`src/design/lpcp_pkg.sv`:
```
package lpcp_pkg;

    localparam int PT_W    = 32;
    localparam int COEF_W  = 16;
    localparam int PROD_W  = 48;
    localparam int CAM_W   = 50;
    localparam int MAG_W   = 49;
    localparam int F_W     = 32;
    localparam int QB      = 34;
    localparam int P_W     = 81;
    localparam int U_W     = 36;
    localparam int PIX_W   = 16;
    localparam int ADDR_W  = 32;
    localparam int T_SHIFT = 22;

    localparam int XF_LAT   = 3;
    localparam int DIV_LAT  = QB + 3;
    localparam int POST_LAT = 3;
    localparam int LAT      = XF_LAT + DIV_LAT + POST_LAT;

    typedef enum logic [2:0] {
        CFG_ROT_X  = 3'd0,
        CFG_ROT_Y  = 3'd1,
        CFG_ROT_Z  = 3'd2,
        CFG_FOCAL  = 3'd3,
        CFG_PRINC  = 3'd4,
        CFG_DIMS   = 3'd5,
        CFG_STRIDE = 3'd6
    } cfg_idx_t;

    typedef struct packed {
        logic signed [PT_W-1:0] point_x;
        logic signed [PT_W-1:0] point_y;
        logic signed [PT_W-1:0] point_z;
    } point_t;

    typedef struct packed {
        logic                 hit;
        logic [PIX_W-1:0]     pixel_col;
        logic [PIX_W-1:0]     pixel_row;
        logic [ADDR_W-1:0]    byte_address;
    } pixel_t;

    typedef struct packed {
        logic             pos;
        logic             neg;
        logic [MAG_W-1:0] mag;
    } div_in_t;

    typedef struct packed {
        logic          pos;
        logic          neg;
        logic          ovf;
        logic          rem_nz;
        logic [QB-1:0] quot;
    } div_res_t;

endpackage

```
`src/design/lpcp_addr.sv`:
```
module lpcp_addr #(
    parameter int BYTES_PER_PIXEL = 3
) (
    input  logic                clk,
    input  logic                adv,
    input  lpcp_pkg::div_res_t  res_u,
    input  lpcp_pkg::div_res_t  res_v,
    input  logic [31:0]         cx,
    input  logic [31:0]         cy,
    input  logic [15:0]         img_w,
    input  logic [15:0]         img_h,
    input  logic [15:0]         stride,
    output lpcp_pkg::pixel_t    pix
);
    import lpcp_pkg::*;

    localparam int BPP_W = $clog2(BYTES_PER_PIXEL + 1);
    localparam int CM_W  = PIX_W + BPP_W;

    logic signed [U_W-1:0] u, v;
    logic                  in_u, in_v;
    logic                  hit_a_reg, hit_b_reg;
    logic [PIX_W-1:0]      col_a_reg, row_a_reg, col_b_reg, row_b_reg;
    logic [ADDR_W-1:0]     rm_reg;
    logic [CM_W-1:0]       cm_reg;
    logic [ADDR_W:0]       sum;
    pixel_t                pix_reg;

    function automatic logic signed [U_W-1:0] fix_coord(input div_res_t r,
                                                         input logic [31:0] c);
        logic signed [U_W-1:0] s;
        if (r.neg)
            s = U_W'(c) - U_W'(r.quot) - U_W'(r.rem_nz);
        else
            s = U_W'(c) + U_W'(r.quot);
        return s;
    endfunction

    always_comb
    begin
        u    = fix_coord(res_u, cx);
        v    = fix_coord(res_v, cy);
        in_u = !u[U_W-1] && (u[U_W-2:0] < (U_W-1)'({img_w, 16'b0}));
        in_v = !v[U_W-1] && (v[U_W-2:0] < (U_W-1)'({img_h, 16'b0}));
        sum  = (ADDR_W+1)'(rm_reg) + (ADDR_W+1)'(cm_reg);
    end

    always_ff @(posedge clk)
    begin
        if (adv)
        begin
            hit_a_reg <= res_u.pos && !res_u.ovf && !res_v.ovf && in_u && in_v;
            col_a_reg <= u[31:16];
            row_a_reg <= v[31:16];

            rm_reg    <= ADDR_W'(row_a_reg) * ADDR_W'(stride);
            cm_reg    <= CM_W'(col_a_reg) * CM_W'(BYTES_PER_PIXEL);
            hit_b_reg <= hit_a_reg;
            col_b_reg <= col_a_reg;
            row_b_reg <= row_a_reg;

            // address past 32 bits gives no hit
            if (hit_b_reg && !sum[ADDR_W])
            begin
                pix_reg.hit          <= 1'b1;
                pix_reg.pixel_col    <= col_b_reg;
                pix_reg.pixel_row    <= row_b_reg;
                pix_reg.byte_address <= sum[ADDR_W-1:0];
            end
            else
            begin
                pix_reg <= '0;
            end
        end
    end

    assign pix = pix_reg;

endmodule

```
`config.mk`:
```
export PLATFORM = sky130hd
export DESIGN_NAME = lpcp_addr
export DESIGN_NICKNAME = d
export VERILOG_FILES = /design/src/design/lpcp_pkg.sv /design/src/design/lpcp_addr.sv
export SDC_FILE = /design/constraint.sdc
export NUM_CORES = 1
export LEC_CHECK = 0
export ABC_AREA = 1
export BUFFER_PORTS_ARGS = -buffer_cell sky130_fd_sc_hd__buf_2
export CORE_MARGIN = 2
export CORE_UTILIZATION = 35
export CTS_CLUSTER_SIZE = 24
export DETAILED_ROUTE_END_ITERATION = 7
export PLACE_DENSITY_LB_ADDON = 0.15
export SLEW_MARGIN = 30
export SYNTH_ARGS = -nofsm -noshare
export SYNTH_HDL_FRONTEND = slang
export SYNTH_SLANG_ARGS = --single-unit
```
`constraint.sdc`:
```
create_clock -name clk -period 7.85 [get_ports clk]
set_clock_uncertainty 0.15 [all_clocks]
set_input_delay 1.1775 -clock clk [delete_from_list [all_inputs] [get_ports clk]]
set_output_delay 1.1775 -clock clk [all_outputs]
set_load 0.03 [all_outputs]
```
# Yosys cells after proc, flatten, opt, wreduce, memory -nomap -nowiden
# Index checks and enable logic that the tools add are counted.
# totals
word_cells	38
register_bits	181
# op_classes
n_reduce_logical	12
n_lt_le_gt_ge	2
addsub	7
n_mux	3
n_mul	2
# ops
cell	count
two-way mux 36 bit	2
subtractor 35 x 2 -> 36 bit	2
adder 32 x 34 -> 35 bit	2
< comparator 35 x 32 -> 1 bit	2
subtractor 32 x 34 -> 35 bit	2
two-way mux 65 bit	1
adder 32 x 18 -> 33 bit	1
multiplier 16 x 16 -> 32 bit	1
multiplier 16 x 2 -> 18 bit (second input constant)	1
logical AND 1 bit	7
zero test 1 bit	5

# Depth between registers and ports, before layout
# Gate-level depths: netlist (run 1).
# logic_depth
depth_word	7
ltp_mapped	34
depth_no_buf	33

# Worst setup path before layout (run 1)
# OpenSTA, ideal clock, no wires.
# synth_timing
path_type	in2reg
startpoint	input port stride[6]
endpoint	register rm_reg[29], data pin
t_required_ps	7438
setup_ps	262
path_buffers	2
setup_slack_ps	699
path_stages	24
arrival_ps	6739
path_cell_list	clkbuf_1 clkbuf_1 nand2_1 fa_1 inv_1 fa_1 inv_1 fa_1 inv_1 fa_1 inv_1 fa_1 inv_1 fa_1 ha_1 a21oi_1 o21a_1 a21boi_1 o21bai_1 a21oi_1 o21ai_1 a21boi_1 o21ai_1 xor2_1
# synth_via
elab_chain_cells	1
# synth_lines
element	line_no	text
start, declared	lpcp_addr.sv:12	input logic [15:0] stride,
multiplier 16 x 16 -> 32 bit	lpcp_addr.sv:56	rm_reg <= ADDR_W'(row_a_reg) * ADDR_W'(stride);
end signal, assigned	lpcp_addr.sv:56	
end, declared	lpcp_addr.sv:24	logic [ADDR_W-1:0] rm_reg;
# No other way between the ends.
# A chain may end at the register's enable or synchronous reset.

# Worst setup path in the final report (run 1)
# layout_timing
startpoint	input port stride[3]
endpoint	register rm_reg[29], data pin
# Same word-level chain as after synthesis.

==> out/qor.yml, run 1 <==
drc: 0
grt_pass1_wl_um: 132000
synth_compound_area_share_pct: 10.0
synth_area_leader_cell: "edfxtp_1"
setup_violations: 0
leakagePower_nw: 15.8
largest_register_ffs: 65
synthesis.area_um2: 26800
dieHeight_um: 281
relSlewSlack_pct: 32.6
viasPerCell: 4.84
path_buf_inv: 6
yosysWarnings: 0
drv_cap: 0
status: "complete, no violations"
rows: 101
cts_buffers: 17
crit_chain: "buf_2 -> nand2_1 -> fa_1 -> inv_1 -> fa_1 -> inv_1 -> fa_1 -> inv_1 -> fa_1 -> inv_1 -> fa_1 -> inv_1 -> fa_1 -> ha_1 -> a21oi_1 -> o21a_1 -> a21boi_1 -> o21bai_1 -> a21oi_1 -> o21ai_1 -> a21boi_1 -> o21ai_1 -> xor2_1"
holdWs_ps: 278
fin_util_pct: 39.2
die_area_um2: 78800
cts_buffer_depth: 2
synth-simple-area-share_pct: 25.1
synth_fa_ha_area_share_pct: 28.7
synthArstFlopShare_pct: 0
setup_tns_ps: 0
crit_path_frequent_cell: "fa_1"
wl_per_cell_um: 16.9
slew_violations: 0
setup_ws_ps: 960
final_nets: 4656
final_cell_mix: "907 x nand2_1, 815 x inv_1, 338 x nor2_1"
critPathRequiredTime_ps: 7900
synthMuxAreaShare_pct: 0
start_util_pct: 35.3
globalRouteTotalUtil_pct: 21.6
critPathKind: "in2reg"
pre_cts_ws_ps: 447
cts-root-buf: "clkbuf_16"
synthToLayoutAreaGrowth_pct: 10.9
synth_top_family_by_area: "adder cells"
start_kind: "primary input"
wirelength_um: 84100
p_clk_share_pct: 6.8
switching_power_mw: 6.88
cpMaxStageDelayCell: "fa_1"
worst_skew_pair.late_latency_ps: 450
power_frac_comb_pct: 78.0
synth_seq_cells: 180
crit_family: "adder cells"
fin_crit_sh_pct: 87.8
synthXorXnorAreaFrac_pct: 2.94
htree_levels: 4
core_area_um2: 75800
cpPeakStageDelay_ps: 550
grt_pass1_vias: 24000
fmax_mhz: 145
place_area_um2: 29100
synth_top_cell_area_share_pct: 20.2
drive_above_1_share_pct: 10.5
synth_edf_count: 180
worstSetupEndpointType: "flip-flop"
intPower_mw: 6.10
finalInstanceArea_um2: 29700
yosysSeqAreaShare_pct: 20.2
synthesis.nets: 4451
antenna_found_initial: 12
grt_max_degree: 77
cp.arrival_ps: 6940
drt_iter0_markers: 1358
fin_crit_ps: 6890
post_cts_buffers: 0
seqPwrFrac_pct: 15.2
finalHoldViolCount: 0
via_count: 24000
postRouteAntennaNets: 0
synth.distinct_cells: 61
path_clk_slew_ps: 70
cts_tree: "built"
ir_drop_uv: 749
layout_commonest_cell: "nand2_1"
crit_fanout: 13
hold_class: "reg2reg"
syn_area_per_cell_um2: 7.11
tightest_slew_ps: 1010
first_pass_iters: 5
syn_inst: 3766
holdBufCountCts: 0
synth.area.top_cells: "edfxtp_1 20%, fa_1 15%, ha_1 14%"
die_w_um: 281
cts.sinks: 180
power_density_nw_per_um2: 437
rsz0062_at_grt: "false"
post_cts_resized: 0
switching_share_pct: 53.0
gp_congestion: 0.953
overflow: 0
pin_count: 255
ys.flop_type: "edfxtp_1"
io_buffers: 253
dpl.hpwl_um: 71200
## cells by family after synthesis
| logic type | Yosys count |
|---|---|
| adders and majority gates | 495 |
| buffers and inverters | 923 |
| DFF | 180 |
| xor gates and xnor gates | 90 |
| and+or+nand+nor | 1592 |
| AOI/OAI and AO/OA | 486 |
## synth_stat cells, types with 5 or more instances
cell type,n
and3_1,6
o21ai_1,11
nand2_1,907
a211oi_1,7
nor2_1,338
a21oi_2,7
a21o_1,9
nor3_1,29
fa_1,198
ha_1,297
nand3_2,6
nand3_1,173
a21oi_1,253
nand2_2,34
xnor2_1,22
nor2_2,21
inv_2,11
nand4_1,36
and2_1,5
buf_2,20
clkbuf_1,68
edfxtp_1,180
nor4_1,8
inv_1,815
o21ai_0,124
xor2_1,68
o21bai_1,14
or2_2,9
a31oi_1,15
o21a_1,10
## cell type report
type / count / area (µm²)
Antenna cell: 3 / 7.51
Clock buffer: 17 / 425
Clock inverter: 15 / 178
Fill cell: 8182 / 46100
Inverter: 828 / 3110
Multi-Input combinational cell: 2663 / 17900
Sequential cell: 180 / 5410
Tap cell: 978 / 1220
Timing Repair Buffer: 281 / 1480
## through the flow
stage                     total power [mW]  cells
after floorplan                       9.34   3766
after global placement                12.2   4930
after detailed placement              12.2   4930
after CTS                             13.1   4962
after global routing                  14.6   4965
final                                 13.0   4965
## power groups by stage
stage | logic (mW) | clock network, mW | registers, mW
after floorplan | 7.30 | 0 | 2.04
after global placement | 10.2 | 0 | 2.00
after detailed placement | 10.2 | 0 | 2.00
after CTS | 10.3 | 0.902 | 1.98
after global routing | 11.6 | 0.941 | 2.00
final | 10.1 | 0.879 | 1.97
## final timing paths
kind                      start    endpoint  slack, ps  cells past startpoint
setup / recovery      stride[3]  rm_reg[29]        960                     23
setup reg to reg  row_a_reg[10]  rm_reg[29]        970                     22
hold / removal        hit_a_reg   hit_b_reg        280                      0
hold reg to reg       hit_a_reg   hit_b_reg        280                      0
## routing by layer
layer  part of all wire (%)  track usage [%]
met1                     46             29.1
met2                     48             37.4
met3                    4.5             2.46
met4                    1.5             3.78
met5                   0.13                0
(Power assumes the default switching activity.)
==> inputs of run 2 (changes only) <==
--- a/config.mk
+++ b/config.mk
@@ -11,2 +11,3 @@
 export CORE_UTILIZATION = 35
+export CTS_CLUSTER_DIAMETER = 100
 export CTS_CLUSTER_SIZE = 24
@@ -14,2 +15,3 @@
 export PLACE_DENSITY_LB_ADDON = 0.15
+export RECOVER_POWER = 50
 export SLEW_MARGIN = 30
==> constraint.sdc (replaced) <==
create_clock -name clk -period 7.85 [get_ports clk]
set_clock_uncertainty 0.15 [all_clocks]
set_input_delay 1.57 -clock clk [delete_from_list [all_inputs] [get_ports clk]]
set_output_delay 1.57 -clock clk [all_outputs]
set_load 0.03 [all_outputs]
==> run 2 against run 1 <==
Against the previous run: the run now ends with max-capacitance violations, max-slew violations left; first-iteration DRC count rose by 3.1%; combinational power barely moved; hold slack improved by 77 ps; clock power rose by 3.2%; register-to-register slack hardly changed; wire length is 0.20% lower; highest routed layer unchanged; maximum frequency fell by 3.7%; critical path depth increased by 1; sequential power hardly changed.
==> out/qor.yml, run 2 (synthesis gave the netlist of run 1 again) <==
first_pass_iters: 5  # unchanged
cts.sinks: 180  # unchanged
instances_no_fill: 4971  # was 4965
worstSetupEndpointType: "flip-flop"  # unchanged
status: "finished with violations"  # was complete, no violations
die_w_um: 281  # unchanged
grt_max_degree: 71  # was 77
viasPerCell: 4.82  # was 4.84
start_kind: "primary input"  # unchanged
dp_cells: 4937  # was 4930
switching_share_pct: 52.1  # was 53.0%
cts_buffers: 17  # unchanged
io_buffers: 253  # unchanged
switching_power_mw: 6.74  # was 6.88 mW
seqPwrFrac_pct: 15.4  # was 15.2%
via_count: 24000  # about the same
power_density_nw_per_um2: 437  # about the same
relSlewSlack_pct: -111  # was 32.6%
core_area_um2: 75800  # unchanged
setup_tns_ps: 0  # unchanged
r2r_start: "row_a_reg[11]"  # was row_a_reg[10]
cp.arrival_ps: 7200  # was 6940 ps
wirelength_um: 83900  # was 84100 µm
fin_crit_sh_pct: 91.2  # was 87.8%
globalRouteTotalUtil_pct: 21.4  # was 21.6%
min-delay-start: "hit_a_reg"  # unchanged
regToRegSetupSlack_ps: 970  # about the same
critPathKind: "in2reg"  # unchanged
reg2reg_to: "rm_reg[29]"  # unchanged
cts_buffer_depth: 2  # unchanged
antenna_found_initial: 10  # was 12
drt_iter0_markers: 1400  # was 1358
synthToLayoutAreaGrowth_pct: 10.6  # was 10.9%
rr_worst_depth: 20  # was 22
fmax_mhz: 140  # was 145 MHz
power_frac_comb_pct: 77.6  # was 78.0%
post_cts_buffers: 0  # unchanged
crit_fanout: 9  # was 13
start_util_pct: 35.3  # unchanged
gp_congestion: 0.934  # was 0.953
drv_cap: 2  # was 0
postRouteAntennaNets: 0  # unchanged
whs_path_depth: 0  # unchanged
largest_register_ffs: 65  # unchanged
drive_above_1_share_pct: 8.72  # was 10.5%
dieHeight_um: 281  # unchanged
violations: "max-capacitance violations, max-slew violations"
htree_levels: 4  # unchanged
holdBufCountCts: 0  # unchanged
critPathRequiredTime_ps: 7890  # was 7900 ps
ir_drop_uv: 509  # was 749 µV
fin_crit_ps: 7160  # was 6890 ps
leakagePower_nw: 15.6  # was 15.8 nW
fin_util_pct: 39.1  # was 39.2%
tightest_slew_ps: 3160  # was 1010 ps
slew_violations: 114  # was 0
setup_ws_ps: 693  # was 960 ps
hold_class: "reg2reg"  # unchanged
rsz0062_at_grt: "false"  # unchanged
cts_tree: "built"  # unchanged
final_nets: 4663  # was 4656
path_clk_slew_ps: 90  # was 70 ps
intPower_mw: 6.21  # was 6.10 mW
dpl.hpwl_um: 71800  # was 71200 µm
die_area_um2: 78800  # unchanged
overflow: 0  # unchanged
grt_pass1_wl_um: 131000  # was 132000 µm
grt_pass1_vias: 23800  # was 24000
pre_cts_ws_ps: 257  # was 447 ps
finalHoldViolCount: 0  # unchanged
min_to: "hit_b_reg"  # unchanged
cts-root-buf: "clkbuf_16"  # unchanged
pin_count: 255  # unchanged
holdWs_ps: 355  # was 278 ps
p_clk_share_pct: 7.0  # was 6.8%
worst_skew_pair.late_latency_ps: 460  # was 450 ps
final_cell_mix: "907 x nand2_1, 815 x inv_1, 338 x nor2_1"  # unchanged
drc: 0  # unchanged
setup_violations: 0  # unchanged
wl_per_cell_um: 16.9  # about the same
post_cts_resized: 0  # unchanged
layout_commonest_cell: "nand2_1"  # unchanged
rows: 101  # unchanged
-- run 2: worst max-delay path by stage --
stage / from / to / slack, ps / depth (start not counted)
final: stride[4] / rm_reg[29] / 690 / 24
after global placement: stride[8] / rm_reg[29] / 260 / 23
after detailed placement: stride[8] / rm_reg[29] / 260 / 21
after CTS: stride[4] / rm_reg[29] / 740 / 24
after floorplan: stride[6] / rm_reg[29] / 310 / 24
after global routing: stride[2] / rm_reg[28] / 310 / 29
-- run 2: cell type report --
| type | count | area [µm²] |
|---|---|---|
| diodes | 2 | 5.00 |
| clock buffers | 17 | 425 |
| clock inverters | 15 | 186 |
| fillers | 8255 | 46200 |
| inverters | 828 | 3110 |
| multi-input cells | 2663 | 17900 |
| flip-flops and latches | 180 | 5410 |
| well taps | 978 | 1220 |
| repair buffers | 288 | 1410 |
-- run 2: per-layer routing --
layer,part of all wire (%),vias up,track usage [%]
li1,-,12200,-
met1,47,11200,29.0
met5,0.11,-,0
met2,48,512,37.0
met3,4.3,80,2.34
met4,1.4,16,3.74
-- run 2: per-stage QoR --
stage / instance area, µm² / power [mW]
6_report: 29600 / 12.9
5_1_grt: 29600 / 14.5
4_1_cts: 29800 / 13.2
3_5_place_dp: 29100 / 12.2
3_3_place_gp: 29100 / 12.2
2_1_floorplan: 26800 / 9.34
-- run 2: critical path: stages --
cell,delay [ps]
buf_2,220
buf_4,210
nand2_1,80
fa_1,520
inv_1,60
fa_1,480
ha_1,230
fa_1,530
inv_1,50
fa_1,460
fa_1,550
inv_1,40
ha_1,350
a21oi_1,150
inv_1,50
a31oi_1,250
o21ai_1,180
a21boi_1,240
o21bai_1,140
a21oi_1,270
o21ai_1,120
a21boi_1,190
o21ai_1,90
xor2_1,150
-- run 2: power by group through the flow --
| stage | combinational, mW | clock, mW | sequential, mW |
|---|---|---|---|
| 3_5_place_dp | 10.2 | 0 | 2.02 |
| 2_1_floorplan | 7.30 | 0 | 2.04 |
| 3_3_place_gp | 10.1 | 0 | 2.01 |
| 4_1_cts | 10.2 | 0.940 | 1.99 |
| 6_report | 10.0 | 0.907 | 1.99 |
| 5_1_grt | 11.5 | 0.970 | 2.02 |
==> inputs of run 3 (changes only) <==
Settings changed: ABC_AREA 1 to default.
==> run 3 against run 2 <==
Against the previous run: the run still ends with max-capacitance violations, max-slew violations left; critical path depth is 4 higher; synthesized area is 9.9% lower; non-clock buffer count is 261 higher; maximum frequency is 6.6% lower; global-route usage is 2.4 points lower; clock power is 6.8% lower; die area is 9.7% lower; total power is 14% higher; sequential share of layout area is 0.30 points higher; core utilization is 3.5 points higher; hold slack worse by 19 ps; register-to-register slack worse by 410 ps.
==> out/qor.yml, run 3 <==
status: "finished with violations"  # unchanged
violations: "max-capacitance violations, max-slew violations"  # unchanged
start_kind: "primary input"  # unchanged
die_w_um: 267  # was 281 µm
antenna_found_initial: 4  # was 10
fin_crit_ps: 7660  # was 7160 ps
pre_cts_ws_ps: -643  # was 257 ps
drv_cap: 1  # was 2
wl_per_cell_um: 16.6  # was 16.9 µm
fmax_mhz: 131  # was 140 MHz
yosysWarnings: 0  # unchanged
core_area_um2: 68500  # was 75800 µm²
synthesis.nets: 3398  # was 4451
drt_iter0_markers: 1075  # was 1400
via_count: 20400  # was 24000
cts_buffers: 17  # unchanged
drive_above_1_share_pct: 18.5  # was 8.72%
hold_class: "reg2reg"  # unchanged
grt_max_degree: 108  # was 71
globalRouteTotalUtil_pct: 19.0  # was 21.4%
drc: 0  # unchanged
synth_area_leader_cell: "edfxtp_1"  # unchanged
rr_worst_depth: 24  # was 20
seqPwrFrac_pct: 13.7  # was 15.4%
worstSetupEndpointType: "flip-flop"  # unchanged
synth.area.top_cells: "edfxtp_1 22%, fa_1 16%, ha_1 15%"  # was edfxtp_1 20%, fa_1 15%, ha_1 14%
cts-root-buf: "clkbuf_16"  # unchanged
crit_fanout: 2  # was 9
synthToLayoutAreaGrowth_pct: 20.8  # was 10.6%
synthesis.area_um2: 24100  # was 26800 µm²
htree_levels: 4  # unchanged
critPathKind: "in2reg"  # unchanged
syn_inst: 2713  # was 3766
critPathCapture: "hit_a_reg"  # was rm_reg[29]
final_cell_mix: "411 x inv_1, 295 x ha_1, 283 x buf_4"  # was 907 x nand2_1, 815 x inv_1, 338 x nor2_1
start_util_pct: 35.3  # about the same
ys.flop_type: "edfxtp_1"  # unchanged
worst_skew_pair.late_latency_ps: 460  # about the same
slew_violations: 108  # was 114
reg2reg_to: "rm_reg[30]"  # was rm_reg[29]
critPathRequiredTime_ps: 8000  # was 7890 ps
dp_cells: 4033  # was 4937
fin_util_pct: 42.6  # was 39.1%
place_area_um2: 28400  # was 29100 µm²
synth_seq_cells: 180  # unchanged
overflow: 0  # unchanged
regToRegSetupSlack_ps: 560  # was 970 ps
intPower_mw: 7.98  # was 6.21 mW
die_area_um2: 71100  # was 78800 µm²
finalHoldViolCount: 0  # unchanged
ir_drop_uv: 759  # was 509 µV
cpPeakStageDelay_ps: 570  # was 550 ps
leakagePower_nw: 13.6  # was 15.6 nW
cp.arrival_ps: 7810  # was 7200 ps
netlist_top_cells_count: "411 x inv_1, 297 x ha_1, 261 x nand2_1"  # was 907 x nand2_1, 815 x inv_1, 338 x nor2_1
cts_buffer_depth: 2  # unchanged
gp_congestion: 0.901  # was 0.934
layout_commonest_cell: "inv_1"  # was nand2_1
cpMaxStageDelayCell: "or4_4"  # was fa_1
wirelength_um: 67700  # was 83900 µm
dpl.hpwl_um: 57000  # was 71800 µm
switching_power_mw: 6.72  # was 6.74 mW
synth.distinct_cells: 90  # was 61
viasPerCell: 5.01  # was 4.82
dieHeight_um: 267  # was 281 µm
final_nets: 3861  # was 4663
pin_count: 255  # unchanged
power_frac_comb_pct: 80.6  # was 77.6%
fin_crit_sh_pct: 97.6  # was 91.2%
synth_most_common_cell: "inv_1"  # was nand2_1
finalInstanceArea_um2: 29200  # was 29600 µm²
power_density_nw_per_um2: 504  # was 437 nW/µm²
postRouteAntennaNets: 0  # unchanged
io_buffers: 253  # unchanged
setup_ws_ps: 190  # was 693 ps
rows: 96  # was 101
synth_top_cell_area_share_pct: 22.4  # was 20.2%
setup_violations: 0  # unchanged
synth_edf_count: 180  # unchanged
relSlewSlack_pct: -295  # was -111%
largest_register_ffs: 65  # unchanged
p_clk_share_pct: 5.7  # was 7.0%
instances_no_fill: 4076  # was 4971
path_clk_slew_ps: 70  # was 90 ps
yosysSeqAreaShare_pct: 22.4  # was 20.2%
syn_area_per_cell_um2: 8.90  # was 7.11 µm²
r2r_start: "row_a_reg[12]"  # was row_a_reg[11]
whs_path_depth: 0  # unchanged
critPathLaunch: "cx[0]"  # was stride[4]
grt_pass1_wl_um: 107000  # was 131000 µm
tightest_slew_ps: 5930  # was 3160 ps
switching_share_pct: 45.7  # was 52.1%
cts_tree: "built"  # unchanged
crit_path_frequent_cell: "a211o_1"  # was fa_1
first_pass_iters: 6  # was 5
grt_pass1_vias: 20500  # was 23800
cts.sinks: 180  # unchanged
holdWs_ps: 336  # was 355 ps
synthArstFlopShare_pct: 0  # unchanged
run 3: changes by cell type after synthesis, sizes merged, moves of 38 or more:
cell | previous run | this run
nand2 | 942 | 261
nor2 | 362 | 162
nand3 | 179 | 45
o21ai | 137 | 98
inv | 826 | 411
xor2 | 68 | 30
a21oi | 260 | 149
and2 | 5 | 140
xnor2 | 22 | 109
run 3: timing repair:
| action | in CTS | in global routing |
|---|---|---|
| hold buffers | 0 | 0 |
| endpoints found under the hold margin | 0 | 0 |
| pin swaps | 4 | 28 |
| endpoints found under the setup margin | 1 | 4 |
| resized for setup | 10 | 47 |
| setup buffers | 3 | 3 |
run 3: worst max-delay path, delay by kind of cell:
family | cells | cell delay (ps)
adders and majority gates | 3 | 720
AOI/OAI and AO/OA | 9 | 1950
buffers and inverters | 3 | 300
xor gates and xnor gates | 2 | 220
and+or+nand+nor | 11 | 3040
run 3: cell families (layout without fill, tap and decap cells):
logic type | count (synthesis) | in the layout | share of synthesized area (%)
adders and majority gates | 495 | 495 | 31.8
muxes | 18 | 18 | 0.793
buffers and inverters | 517 | 993 | 8.14
other | 0 | 5 | 0
xor gates and xnor gates | 139 | 139 | 5.04
DFF | 180 | 180 | 22.4
AOI/OAI and AO/OA | 513 | 513 | 14.1
and+or+nand+nor | 851 | 851 | 17.7
run 3: final cells by class:
class / count / area [µm²]
Multi-Input combinational cell: 2016 / 17100
Sequential cell: 180 / 5410
Inverter: 412 / 1550
Clock buffer: 17 / 425
Clock inverter: 15 / 148
Tap cell: 882 / 1100
Timing Repair Buffer: 549 / 3430
Fill cell: 6868 / 39300
Antenna cell: 5 / 12.5
run 3: power groups by stage:
stage	clock (mW)	sequential, mW	combinational, mW
after floorplan	0	2.10	7.95
after global placement	0	2.03	11.5
after detailed placement	0	2.03	11.7
after CTS	0.880	2.01	11.8
after global routing	0.913	2.04	13.5
final	0.845	2.01	11.8
run 3: metal layers:
| layer | track usage, % | vias up | wire length [µm] |
|---|---|---|---|
| met4 | 4.39 | 4 | 1290 |
| met1 | 25.6 | 9790 | 31300 |
| li1 | - | 10100 | - |
| met2 | 31.8 | 458 | 31800 |
| met5 | 0 | - | 24 |
| met3 | 3.17 | 71 | 3330 |
run 3: worst min path at each step:
stage | from | end
6_report | col_a_reg[0] | col_b_reg[0]
5_1_grt | col_a_reg[0] | col_b_reg[0]
4_1_cts | col_a_reg[0] | col_b_reg[0]
3_5_place_dp | col_a_reg[0] | col_b_reg[0]
3_3_place_gp | col_a_reg[0] | col_b_reg[0]
2_1_floorplan | hit_a_reg | hit_b_reg
run 3: per-stage QoR:
step / total power, mW / TNS (ps)
after floorplan: 10.1 / -28.7
after global placement: 13.5 / -1350
after detailed placement: 13.8 / -1630
after CTS: 14.7 / 0
after global routing: 16.5 / -58.9
final: 14.7 / 0
